===== config.mk =====
export PLATFORM = sky130hd
export DESIGN_NAME = bounded_deque_with_search
export DESIGN_NICKNAME = d
export VERILOG_FILES = /design/src/rtl/bdq_pkg.sv /design/src/rtl/bdq_ram.sv /design/src/rtl/bdq_seq.sv /design/src/rtl/bounded_deque_with_search.sv
export SDC_FILE = /design/constraint.sdc
export NUM_CORES = 1
export LEC_CHECK = 0
export BUFFER_PORTS_ARGS = -buffer_cell sky130_fd_sc_hd__buf_4
export CORE_MARGIN = 8
export CORE_UTILIZATION = 46
export DETAILED_ROUTE_END_ITERATION = 8
export SETUP_SLACK_MARGIN = 0.15
export SLEW_MARGIN = 20
export SYNTH_ARGS = -nofsm -noshare
export SYNTH_HDL_FRONTEND = slang
export SYNTH_SLANG_ARGS = --single-unit
export TNS_END_PERCENT = 5

===== constraint.sdc =====
create_clock -name clk -period 11.35 [get_ports clk]
set_input_delay 0.5675 -clock clk [delete_from_list [all_inputs] [get_ports clk]]
set_output_delay 0.5675 -clock clk [all_outputs]
set_load 0.005 [all_outputs]

===== src/rtl/bdq_pkg.sv =====
// ============================================================================
// bdq_pkg: shared types and codes of the bounded deque
// Command and status codes, the data width and the result record that the
// sequencer hands to the output stage.
// ============================================================================
package bdq_pkg;

    localparam int DATA_W   = 32;
    localparam int CMD_W    = 3;
    localparam int STATUS_W = 2;

    typedef logic [CMD_W-1:0]    cmd_t;
    typedef logic [STATUS_W-1:0] status_t;

    // Command codes carried by an input item.
    localparam cmd_t CMD_PUSH_FRONT = 3'd0;
    localparam cmd_t CMD_PUSH_BACK  = 3'd1;
    localparam cmd_t CMD_POP_FRONT  = 3'd2;
    localparam cmd_t CMD_POP_BACK   = 3'd3;
    localparam cmd_t CMD_SEARCH     = 3'd4;

    // Status codes carried by a result item.
    localparam status_t ST_OK    = 2'd0;
    localparam status_t ST_FULL  = 2'd1;
    localparam status_t ST_EMPTY = 2'd2;

    // Result record from the sequencer; the count travels beside it since
    // its width follows the depth.
    typedef struct packed {
        logic signed [DATA_W-1:0] popped_value;
        logic                     found;
        status_t                  status;
    } result_t;

endpackage


===== src/rtl/bdq_ram.sv =====
// ============================================================================
// bdq_ram: element store of the deque
// Single write port and single read port; the read data is registered.
// ============================================================================
module bdq_ram
    import bdq_pkg::*;
#(
    parameter int DEPTH  = 16,
    parameter int ADDR_W = $clog2(DEPTH)
)
(
    input  logic                     clk,
    input  logic                     we,
    input  logic [ADDR_W-1:0]        waddr,
    input  logic signed [DATA_W-1:0] wdata,
    input  logic                     re,
    input  logic [ADDR_W-1:0]        raddr,
    output logic signed [DATA_W-1:0] rdata
);

    logic signed [DATA_W-1:0] mem [DEPTH];

    // Write port.
    always_ff @(posedge clk)
    begin
        if (we)
        begin
            mem[waddr] <= wdata;
        end
    end

    // Registered read port.
    always_ff @(posedge clk)
    begin
        if (re)
        begin
            rdata <= mem[raddr];
        end
    end

endmodule


===== src/rtl/bdq_seq.sv =====
// ============================================================================
// bdq_seq: sequencer of the deque
// Holds the front position and the count, drives the store and walks the
// held elements one per cycle through a single comparator for a search.
// ============================================================================
module bdq_seq
    import bdq_pkg::*;
#(
    parameter int DEPTH = 16,
    parameter int IDX_W = $clog2(DEPTH),
    parameter int CNT_W = $clog2(DEPTH + 1)
)
(
    input  logic                     clk,
    input  logic                     rst_n,
    input  logic                     in_valid,
    output logic                     in_ready,
    input  cmd_t                     cmd,
    input  logic signed [DATA_W-1:0] value,
    output logic                     res_valid,
    input  logic                     res_ready,
    output result_t                  res,
    output logic [CNT_W-1:0]         res_count,
    output logic                     mem_we,
    output logic [IDX_W-1:0]         mem_waddr,
    output logic signed [DATA_W-1:0] mem_wdata,
    output logic                     mem_re,
    output logic [IDX_W-1:0]         mem_raddr,
    input  logic signed [DATA_W-1:0] mem_rdata
);

    localparam int SUM_W = CNT_W + 1;
    localparam logic [IDX_W-1:0] LAST_IDX = IDX_W'(DEPTH - 1);
    localparam logic [CNT_W-1:0] FULL_CNT = CNT_W'(DEPTH);

    // Sequencer states.
    localparam logic [2:0] S_IDLE  = 3'd0;
    localparam logic [2:0] S_EXEC  = 3'd1;
    localparam logic [2:0] S_POPRD = 3'd2;
    localparam logic [2:0] S_SCAN  = 3'd3;
    localparam logic [2:0] S_DONE  = 3'd4;

    logic [2:0]               state_reg, state_next;
    logic [IDX_W-1:0]         front_reg, front_next;
    logic [CNT_W-1:0]         count_reg, count_next;
    logic [CNT_W-1:0]         scan_idx_reg, scan_idx_next;
    logic [IDX_W-1:0]         scan_addr_reg, scan_addr_next;
    cmd_t                     cmd_reg, cmd_next;
    logic signed [DATA_W-1:0] value_reg, value_next;
    result_t                  res_reg, res_next;

    logic [CNT_W-1:0] offset;
    logic [SUM_W-1:0] ring_sum;
    logic [IDX_W-1:0] ring_addr;
    logic [IDX_W-1:0] front_dec;
    logic [IDX_W-1:0] front_inc;
    logic [IDX_W-1:0] scan_inc;
    logic             is_full;
    logic             is_empty;
    logic             hit;

    // Ring address unit: front plus an offset, wrapped once.
    always_comb
    begin
        offset    = (cmd_reg == CMD_POP_BACK) ? (count_reg - CNT_W'(1)) : count_reg;
        ring_sum  = SUM_W'(front_reg) + SUM_W'(offset);
        ring_addr = (ring_sum >= SUM_W'(DEPTH)) ? IDX_W'(ring_sum - SUM_W'(DEPTH))
                                                : IDX_W'(ring_sum);
        front_dec = (front_reg == '0) ? LAST_IDX : front_reg - IDX_W'(1);
        front_inc = (front_reg == LAST_IDX) ? '0 : front_reg + IDX_W'(1);
        scan_inc  = (scan_addr_reg == LAST_IDX) ? '0 : scan_addr_reg + IDX_W'(1);
        is_full   = (count_reg == FULL_CNT);
        is_empty  = (count_reg == '0);
        hit       = (mem_rdata == value_reg);
    end

    // Next-state logic of the sequencer.
    always_comb
    begin
        state_next     = state_reg;
        front_next     = front_reg;
        count_next     = count_reg;
        scan_idx_next  = scan_idx_reg;
        scan_addr_next = scan_addr_reg;
        cmd_next       = cmd_reg;
        value_next     = value_reg;
        res_next       = res_reg;
        mem_we         = 1'b0;
        mem_waddr      = ring_addr;
        mem_wdata      = value_reg;
        mem_re         = 1'b0;
        mem_raddr      = ring_addr;

        case (state_reg)
            S_IDLE:
            begin
                if (in_valid)
                begin
                    cmd_next   = cmd;
                    value_next = value;
                    state_next = S_EXEC;
                end
            end

            S_EXEC:
            begin
                res_next.popped_value = '0;
                res_next.found        = 1'b0;
                res_next.status       = ST_OK;
                state_next            = S_DONE;
                case (cmd_reg)
                    CMD_PUSH_FRONT:
                    begin
                        if (is_full)
                        begin
                            res_next.status = ST_FULL;
                        end
                        else
                        begin
                            mem_we     = 1'b1;
                            mem_waddr  = front_dec;
                            front_next = front_dec;
                            count_next = count_reg + CNT_W'(1);
                        end
                    end
                    CMD_PUSH_BACK:
                    begin
                        if (is_full)
                        begin
                            res_next.status = ST_FULL;
                        end
                        else
                        begin
                            mem_we     = 1'b1;
                            count_next = count_reg + CNT_W'(1);
                        end
                    end
                    CMD_POP_FRONT, CMD_POP_BACK:
                    begin
                        if (is_empty)
                        begin
                            res_next.status = ST_EMPTY;
                        end
                        else
                        begin
                            mem_re     = 1'b1;
                            mem_raddr  = (cmd_reg == CMD_POP_FRONT) ? front_reg : ring_addr;
                            state_next = S_POPRD;
                        end
                    end
                    CMD_SEARCH:
                    begin
                        if (!is_empty)
                        begin
                            mem_re         = 1'b1;
                            mem_raddr      = front_reg;
                            scan_addr_next = front_reg;
                            scan_idx_next  = '0;
                            state_next     = S_SCAN;
                        end
                    end
                    default:
                    begin
                    end
                endcase
            end

            S_POPRD:
            begin
                res_next.popped_value = mem_rdata;
                count_next            = count_reg - CNT_W'(1);
                if (cmd_reg == CMD_POP_FRONT)
                begin
                    front_next = front_inc;
                end
                state_next = S_DONE;
            end

            S_SCAN:
            begin
                // One held element per cycle through the comparator.
                if (hit)
                begin
                    res_next.found = 1'b1;
                    state_next     = S_DONE;
                end
                else if (scan_idx_reg + CNT_W'(1) == count_reg)
                begin
                    state_next = S_DONE;
                end
                else
                begin
                    mem_re         = 1'b1;
                    mem_raddr      = scan_inc;
                    scan_addr_next = scan_inc;
                    scan_idx_next  = scan_idx_reg + CNT_W'(1);
                end
            end

            S_DONE:
            begin
                if (res_ready)
                begin
                    state_next = S_IDLE;
                end
            end

            default:
            begin
                state_next = S_IDLE;
            end
        endcase
    end

    // Control registers.
    always_ff @(posedge clk or negedge rst_n)
    begin
        if (!rst_n)
        begin
            state_reg     <= S_IDLE;
            front_reg     <= '0;
            count_reg     <= '0;
            scan_idx_reg  <= '0;
            scan_addr_reg <= '0;
        end
        else
        begin
            state_reg     <= state_next;
            front_reg     <= front_next;
            count_reg     <= count_next;
            scan_idx_reg  <= scan_idx_next;
            scan_addr_reg <= scan_addr_next;
        end
    end

    // Payload registers.
    always_ff @(posedge clk)
    begin
        cmd_reg   <= cmd_next;
        value_reg <= value_next;
        res_reg   <= res_next;
    end

    assign in_ready  = (state_reg == S_IDLE);
    assign res_valid = (state_reg == S_DONE);
    assign res       = res_reg;
    assign res_count = count_reg;

`ifndef SYNTH
    // The count never exceeds the depth.
    a_count_bound: assert property (@(posedge clk) disable iff (!rst_n)
        count_reg <= FULL_CNT)
        else $error("deque count above depth");

    // The front position stays inside the ring.
    a_front_bound: assert property (@(posedge clk) disable iff (!rst_n)
        front_reg <= LAST_IDX)
        else $error("front position outside ring");

    // A scan only visits held elements.
    a_scan_bound: assert property (@(posedge clk) disable iff (!rst_n)
        (state_reg == S_SCAN) |-> (scan_idx_reg < count_reg))
        else $error("scan index beyond held elements");

    // A push into a queue that is not full adds exactly one element.
    a_push_count: assert property (@(posedge clk) disable iff (!rst_n)
        (state_reg == S_EXEC && !is_full &&
         (cmd_reg == CMD_PUSH_FRONT || cmd_reg == CMD_PUSH_BACK))
        |=> (count_reg == $past(count_reg) + CNT_W'(1)))
        else $error("push did not add one element");

    // The count holds while a search runs.
    a_scan_stable: assert property (@(posedge clk) disable iff (!rst_n)
        (state_reg == S_SCAN) |=> $stable(count_reg))
        else $error("count changed during search");
`endif

endmodule


===== src/rtl/bounded_deque_with_search.sv =====
// ============================================================================
// bounded_deque_with_search: bounded double-ended queue with value search
// Ring store of DEPTH signed 32-bit elements with push and pop at both ends
// and a linear search that compares one held element per cycle.
// ============================================================================
// From accept to result valid, a push or an unused command passes through the
// execute step only, a pop adds a step that takes the store's registered read,
// and a search reads held elements until a match or the last (none if empty).
// A new item is accepted only once the last result has left the sequencer,
// whose steps, the store's registered read and the one comparator set the pace.
// Reset (rst_n low, asynchronous) empties the queue and clears all control
// state; the store itself is not cleared and needs no clearing pass.
module bounded_deque_with_search
    import bdq_pkg::*;
#(
    parameter int DEPTH = 16
)
(
    input  logic                           clk,
    input  logic                           rst_n,
    input  logic                           in_valid,
    output logic                           in_ready,
    input  cmd_t                           cmd,
    input  logic signed [DATA_W-1:0]       value,
    output logic                           out_valid,
    input  logic                           out_ready,
    output logic signed [DATA_W-1:0]       popped_value,
    output logic                           found,
    output logic [$clog2(DEPTH + 1)-1:0]   count,
    output status_t                        status
);

    localparam int IDX_W = $clog2(DEPTH);
    localparam int CNT_W = $clog2(DEPTH + 1);

    logic                     res_valid;
    logic                     res_ready;
    result_t                  res;
    logic [CNT_W-1:0]         res_count;
    logic                     mem_we;
    logic [IDX_W-1:0]         mem_waddr;
    logic signed [DATA_W-1:0] mem_wdata;
    logic                     mem_re;
    logic [IDX_W-1:0]         mem_raddr;
    logic signed [DATA_W-1:0] mem_rdata;

    logic                     out_valid_reg, out_valid_next;
    result_t                  out_res_reg;
    logic [CNT_W-1:0]         out_count_reg;

    bdq_seq #(
        .DEPTH (DEPTH)
    ) u_seq (
        .clk       (clk),
        .rst_n     (rst_n),
        .in_valid  (in_valid),
        .in_ready  (in_ready),
        .cmd       (cmd),
        .value     (value),
        .res_valid (res_valid),
        .res_ready (res_ready),
        .res       (res),
        .res_count (res_count),
        .mem_we    (mem_we),
        .mem_waddr (mem_waddr),
        .mem_wdata (mem_wdata),
        .mem_re    (mem_re),
        .mem_raddr (mem_raddr),
        .mem_rdata (mem_rdata)
    );

    bdq_ram #(
        .DEPTH (DEPTH)
    ) u_ram (
        .clk   (clk),
        .we    (mem_we),
        .waddr (mem_waddr),
        .wdata (mem_wdata),
        .re    (mem_re),
        .raddr (mem_raddr),
        .rdata (mem_rdata)
    );

    // Output register: takes a finished item when it is empty or being drained.
    assign res_ready = !out_valid_reg || out_ready;

    always_comb
    begin
        out_valid_next = out_valid_reg;
        if (res_valid && res_ready)
        begin
            out_valid_next = 1'b1;
        end
        else if (out_ready)
        begin
            out_valid_next = 1'b0;
        end
    end

    always_ff @(posedge clk or negedge rst_n)
    begin
        if (!rst_n)
        begin
            out_valid_reg <= 1'b0;
        end
        else
        begin
            out_valid_reg <= out_valid_next;
        end
    end

    always_ff @(posedge clk)
    begin
        if (res_valid && res_ready)
        begin
            out_res_reg   <= res;
            out_count_reg <= res_count;
        end
    end

    assign out_valid    = out_valid_reg;
    assign popped_value = out_res_reg.popped_value;
    assign found        = out_res_reg.found;
    assign status       = out_res_reg.status;
    assign count        = out_count_reg;

endmodule


==> impl_results.rst <==
.. list-table::
   :header-rows: 1

   * - Metric
     - Value
   * - Power Internal
     - 6.36 mW
   * - Worst setup EP type
     - flip-flop
   * - CTS resizes
     - 0
   * - Reg area
     - 20,200 sq um
   * - Number of buffers inserted during clock tree synthesis
     - 70
   * - Starting DRC count in detailed routing
     - 1,416
   * - First-pass GRT wire length
     - 92,100 microns
   * - Number of synthesized register bits
     - 676
   * - Clock power frac
     - 0.215
   * - Multiplexer share of the synthesized area
     - 0.104
   * - Leading cell type in the layout, fill and taps excluded
     - sky130_fd_sc_hd__edfxtp_1
   * - Die boundary width
     - 255 microns
   * - Overall fraction of global-route tracks in use
     - 0.196
   * - Clock sink count
     - 676
   * - Total via count after detailed routing
     - 13.6k
   * - Number of hold violations in the final report
     - 0
   * - Number of failing setup endpoints in the final timing report
     - 0
   * - Data required time of the critical path
     - 11.67 ns
   * - Multi-input gate area
     - 5910 sq um
   * - Standby leakage power
     - 10.5 nW
   * - H-tree lvl count
     - 3
   * - Number of synthesized flops with an enable pin
     - 654
   * - Antenna-violating nets left
     - 0
   * - Distinct cells, synth
     - 58
   * - Largest cells by area after synthesis
     - sky130_fd_sc_hd__edfxtp_1, sky130_fd_sc_hd__mux2i_1, sky130_fd_sc_hd__mux4_2, sky130_fd_sc_hd__o22ai_1, sky130_fd_sc_hd__dfrtp_1
   * - Mean instance size in the synthesized netlist
     - 18.2 sq um
   * - Share of synthesized registers carrying an async set or reset
     - 0.0325
   * - Basic-gate share of the synthesized area counting and, or, nand and nor cells
     - 0.0503
   * - R2r setup slk
     - 5.17 ns
   * - Share of total power in sequential cells
     - 0.354
   * - Sequential share of the synthesized area
     - 0.767
   * - Dominant combinational cell family by area after synthesis
     - multiplexers
   * - Top-level port count
     - 81
   * - Number of hold-repair buffers added at the cts stage
     - 1
   * - Worst setup skew after layout
     - 0.0211 ns
   * - Number of flip-flops in the largest register
     - 512
   * - Worst EP arrival
     - 6.50 ns
   * - Clock root buffer master
     - sky130_fd_sc_hd__clkbuf_16
   * - Synthesized instance count
     - 1,450
   * - Slew at the pin closest to its max-slew limit
     - 0.993 ns
   * - Adder and majority gate portion of the synthesized area
     - 0.00599
   * - Maximum buffer depth of the clock tree
     - 3
   * - Drt pass-1 iters
     - 5
   * - Post CTS Setup Buffer Count
     - 0
   * - Number of placement rows
     - 87
   * - Relative slew slack
     - 0.338
   * - P_sw
     - 3.75 mW
   * - R2R cell count
     - 11
   * - Setup tns final
     - 0 ns
   * - Final clock period utilization by the worst path
     - 0.545
   * - Post-CTS clock slew at the launch and capture registers of the worst setup and hold paths
     - 0.06 ns
   * - Count of buffers from port buffering
     - 80
   * - Power per unit of standard cell area
     - 336 nW/um^2
   * - Number of fill cells
     - 4,447
   * - Post-synth top area share
     - 0.746
   * - Highest fanout seen on the critical path
     - 129
   * - RSZ-0062 raised after global routing
     - no
   * - Post-placement cell area
     - 27,900 sq um
   * - Per-cell routed wire length
     - 26.8 microns
   * - Syn Nets
     - 1,501
   * - R2r endpoint
     - u_ram.rdata[24]
   * - Proportion of power drawn by combinational gates
     - 0.431
   * - Primary flip-flop cell chosen by synthesis mapping
     - sky130_fd_sc_hd__edfxtp_1
   * - CTS tree
     - yes
   * - Library cell with the largest summed area after synthesis
     - sky130_fd_sc_hd__edfxtp_1
   * - Fraction of layout instances using a drive strength above 1
     - 0.172
   * - Area inside the core boundary
     - 56,500 sq um
   * - Clock latency reported for the late side of the worst-skew pair
     - 0.60 ns
   * - Die Y
     - 255 microns
   * - Via count of the first global-routing pass
     - 13.5k
   * - Area growth from synthesis to layout
     - 14.4%
   * - Category of the critical setup timing path
     - flip-flop to flip-flop
   * - Total wirelength of the detailed-routed design
     - 63,300 microns
   * - Via-per-instance ratio
     - 5.77
   * - Total global routing overflow
     - 0
   * - Fmax
     - 0.162 GHz
   * - Kind of launch point of the worst setup path
     - flip-flop
   * - Pin count of the biggest net entering global routing
     - 130
   * - Maxcap violations
     - 0
   * - Leading cell types in the layout, fill and taps excluded
     - sky130_fd_sc_hd__edfxtp_1, sky130_fd_sc_hd__mux2i_1, sky130_fd_sc_hd__buf_4
   * - Total Nets Final
     - 1,608
   * - Global placement routability congestion
     - 0.773
   * - Total DRC errors in the routed layout
     - 0
   * - Compound-Gate Fraction of Synth Area
     - 0.0375
   * - Starting density of the core
     - 0.466
   * - Max rail drop VDD
     - 0.381 mV
   * - Yosys warnings
     - 0
   * - Endpoint of the worst setup timing path
     - u_ram.rdata[24]
   * - Xor/xnor share of the synthesized area
     - 0.0190
   * - Detail Placement HPWL
     - 31,500 microns
   * - Worst reg2reg path startpoint
     - u_seq.mem_wdata[18]
   * - Tmin final
     - 6.18 ns
   * - Final count of pins violating max slew
     - 0
   * - Overall die area
     - 65,100 sq um
   * - Final instance area
     - 30,100 sq um
   * - Post-Syn Area
     - 26,300 sq um
   * - Crit path launch
     - u_seq.mem_wdata[18]
   * - Type of the worst min-delay path
     - primary input to flip-flop
   * - Fraction of power spent switching nets
     - 0.371
   * - Run status
     - completed
   * - Antenna violations before repair
     - 2
critical path, stage by stage (launching register included):
cell	delay (ns)
sky130_fd_sc_hd__edfxtp_1	0.60
sky130_fd_sc_hd__xor2_1	0.31
sky130_fd_sc_hd__nor4_1	0.86
sky130_fd_sc_hd__nand4_1	0.32
sky130_fd_sc_hd__o21ai_2	0.64
sky130_fd_sc_hd__nor2_2	0.25
sky130_fd_sc_hd__o311ai_4	0.32
sky130_fd_sc_hd__buf_4	0.75
sky130_fd_sc_hd__buf_12	0.69
sky130_fd_sc_hd__mux4_2	0.41
sky130_fd_sc_hd__and3_1	0.18
sky130_fd_sc_hd__or4_1	0.38
layout make-up:
| class | instances | share of cell area |
|---|---|---|
| Sequential cell | 676 | 0.670 |
| Multi-Input combinational cell | 684 | 0.196 |
| Clock buffer | 92 | 0.0640 |
| Tap cell | 756 | 0.0314 |
| Timing Repair Buffer | 115 | 0.0292 |
| Clock inverter | 27 | 0.00744 |
| Inverter | 10 | 0.00125 |
| Antenna cell | 1 | 0.0000831 |
stage by stage:
| step | worst slack (ns) | instances | util | hold slack, ns | power (mW) |
|---|---|---|---|---|---|
| floorplan | 7.32 | 1450 | - | 0.272 | 6.63 |
| global route | 4.77 | 2360 | 0.533 | 0.109 | 10.6 |
| detailed placement | 5.18 | 2240 | 0.495 | 0.405 | 8.01 |
| finish | 5.17 | 2361 | 0.533 | 0.140 | 10.1 |
| CTS | 5.17 | 2360 | 0.533 | 0.110 | 10.2 |
| global placement | 5.20 | 2240 | 0.495 | 0.402 | 7.95 |
how the worst min path moves through the flow:
stage / startpoint / end / slack [ns] / depth (start not counted)
after floorplan: rst_n / out_valid / 0.27 / 0
after global placement: u_seq.res[30] / popped_value[27] / 0.40 / 0
after detailed placement: u_seq.res[3] / popped_value[0] / 0.40 / 0
after CTS: value[5] / u_seq.mem_wdata[5] / 0.11 / 1
after global routing: value[5] / u_seq.mem_wdata[5] / 0.11 / 1
final: value[2] / u_seq.mem_wdata[2] / 0.14 / 1
metal layers:
metal	global-route usage	vias up	wire, microns
li1	-	6024	-
met2	0.319	488	30700
met5	0	-	0
met3	0.0362	88	4420
met1	0.272	7019	26800
met4	0.0500	0	1320
synth_stat cells (3+ instances only):
cell,instances
sky130_fd_sc_hd__a21o_1,3
sky130_fd_sc_hd__a31oi_1,4
sky130_fd_sc_hd__o31ai_1,4
sky130_fd_sc_hd__nor4_1,10
sky130_fd_sc_hd__edfxtp_1,654
sky130_fd_sc_hd__nand3_1,10
sky130_fd_sc_hd__a22oi_1,4
sky130_fd_sc_hd__xor2_1,37
sky130_fd_sc_hd__and2_1,3
sky130_fd_sc_hd__buf_4,3
sky130_fd_sc_hd__mux2_2,4
sky130_fd_sc_hd__or4_1,32
sky130_fd_sc_hd__mux2i_1,197
sky130_fd_sc_hd__nand2_1,33
sky130_fd_sc_hd__buf_2,41
sky130_fd_sc_hd__a21oi_1,13
sky130_fd_sc_hd__mux4_2,32
sky130_fd_sc_hd__nor3_1,7
sky130_fd_sc_hd__nand4_1,4
sky130_fd_sc_hd__dfrtp_1,22
sky130_fd_sc_hd__ha_1,11
sky130_fd_sc_hd__or3_1,6
sky130_fd_sc_hd__xnor2_1,15
sky130_fd_sc_hd__clkbuf_1,29
sky130_fd_sc_hd__nor2_1,38
sky130_fd_sc_hd__o21ai_0,16
sky130_fd_sc_hd__and3_1,67
sky130_fd_sc_hd__buf_6,3
sky130_fd_sc_hd__o22ai_1,100
sky130_fd_sc_hd__inv_1,10
power groups by stage:
stage	combinational, mW	sequential (mW)	clock, mW
after detailed placement	4.37	3.64	0
after global placement	4.32	3.63	0
final	4.36	3.58	2.17
after global routing	4.66	3.63	2.30
after floorplan	3.11	3.51	0
after CTS	4.38	3.59	2.21
kinds of logic (layout without fill, tap and decap cells):
| family | Yosys count | count (layout) |
|---|---|---|
| multiplexers | 233 | 233 |
| flip-flops | 676 | 676 |
| XOR/XNOR | 54 | 54 |
| other | 0 | 1 |
| adder cells (fa/ha/maj) | 12 | 12 |
| AO/OA/AOI/OAI | 157 | 157 |
| AND/OR/NAND/NOR | 228 | 228 |
| buffers and inverters | 90 | 244 |
Note: power is estimated with default switching activity, not from simulation.
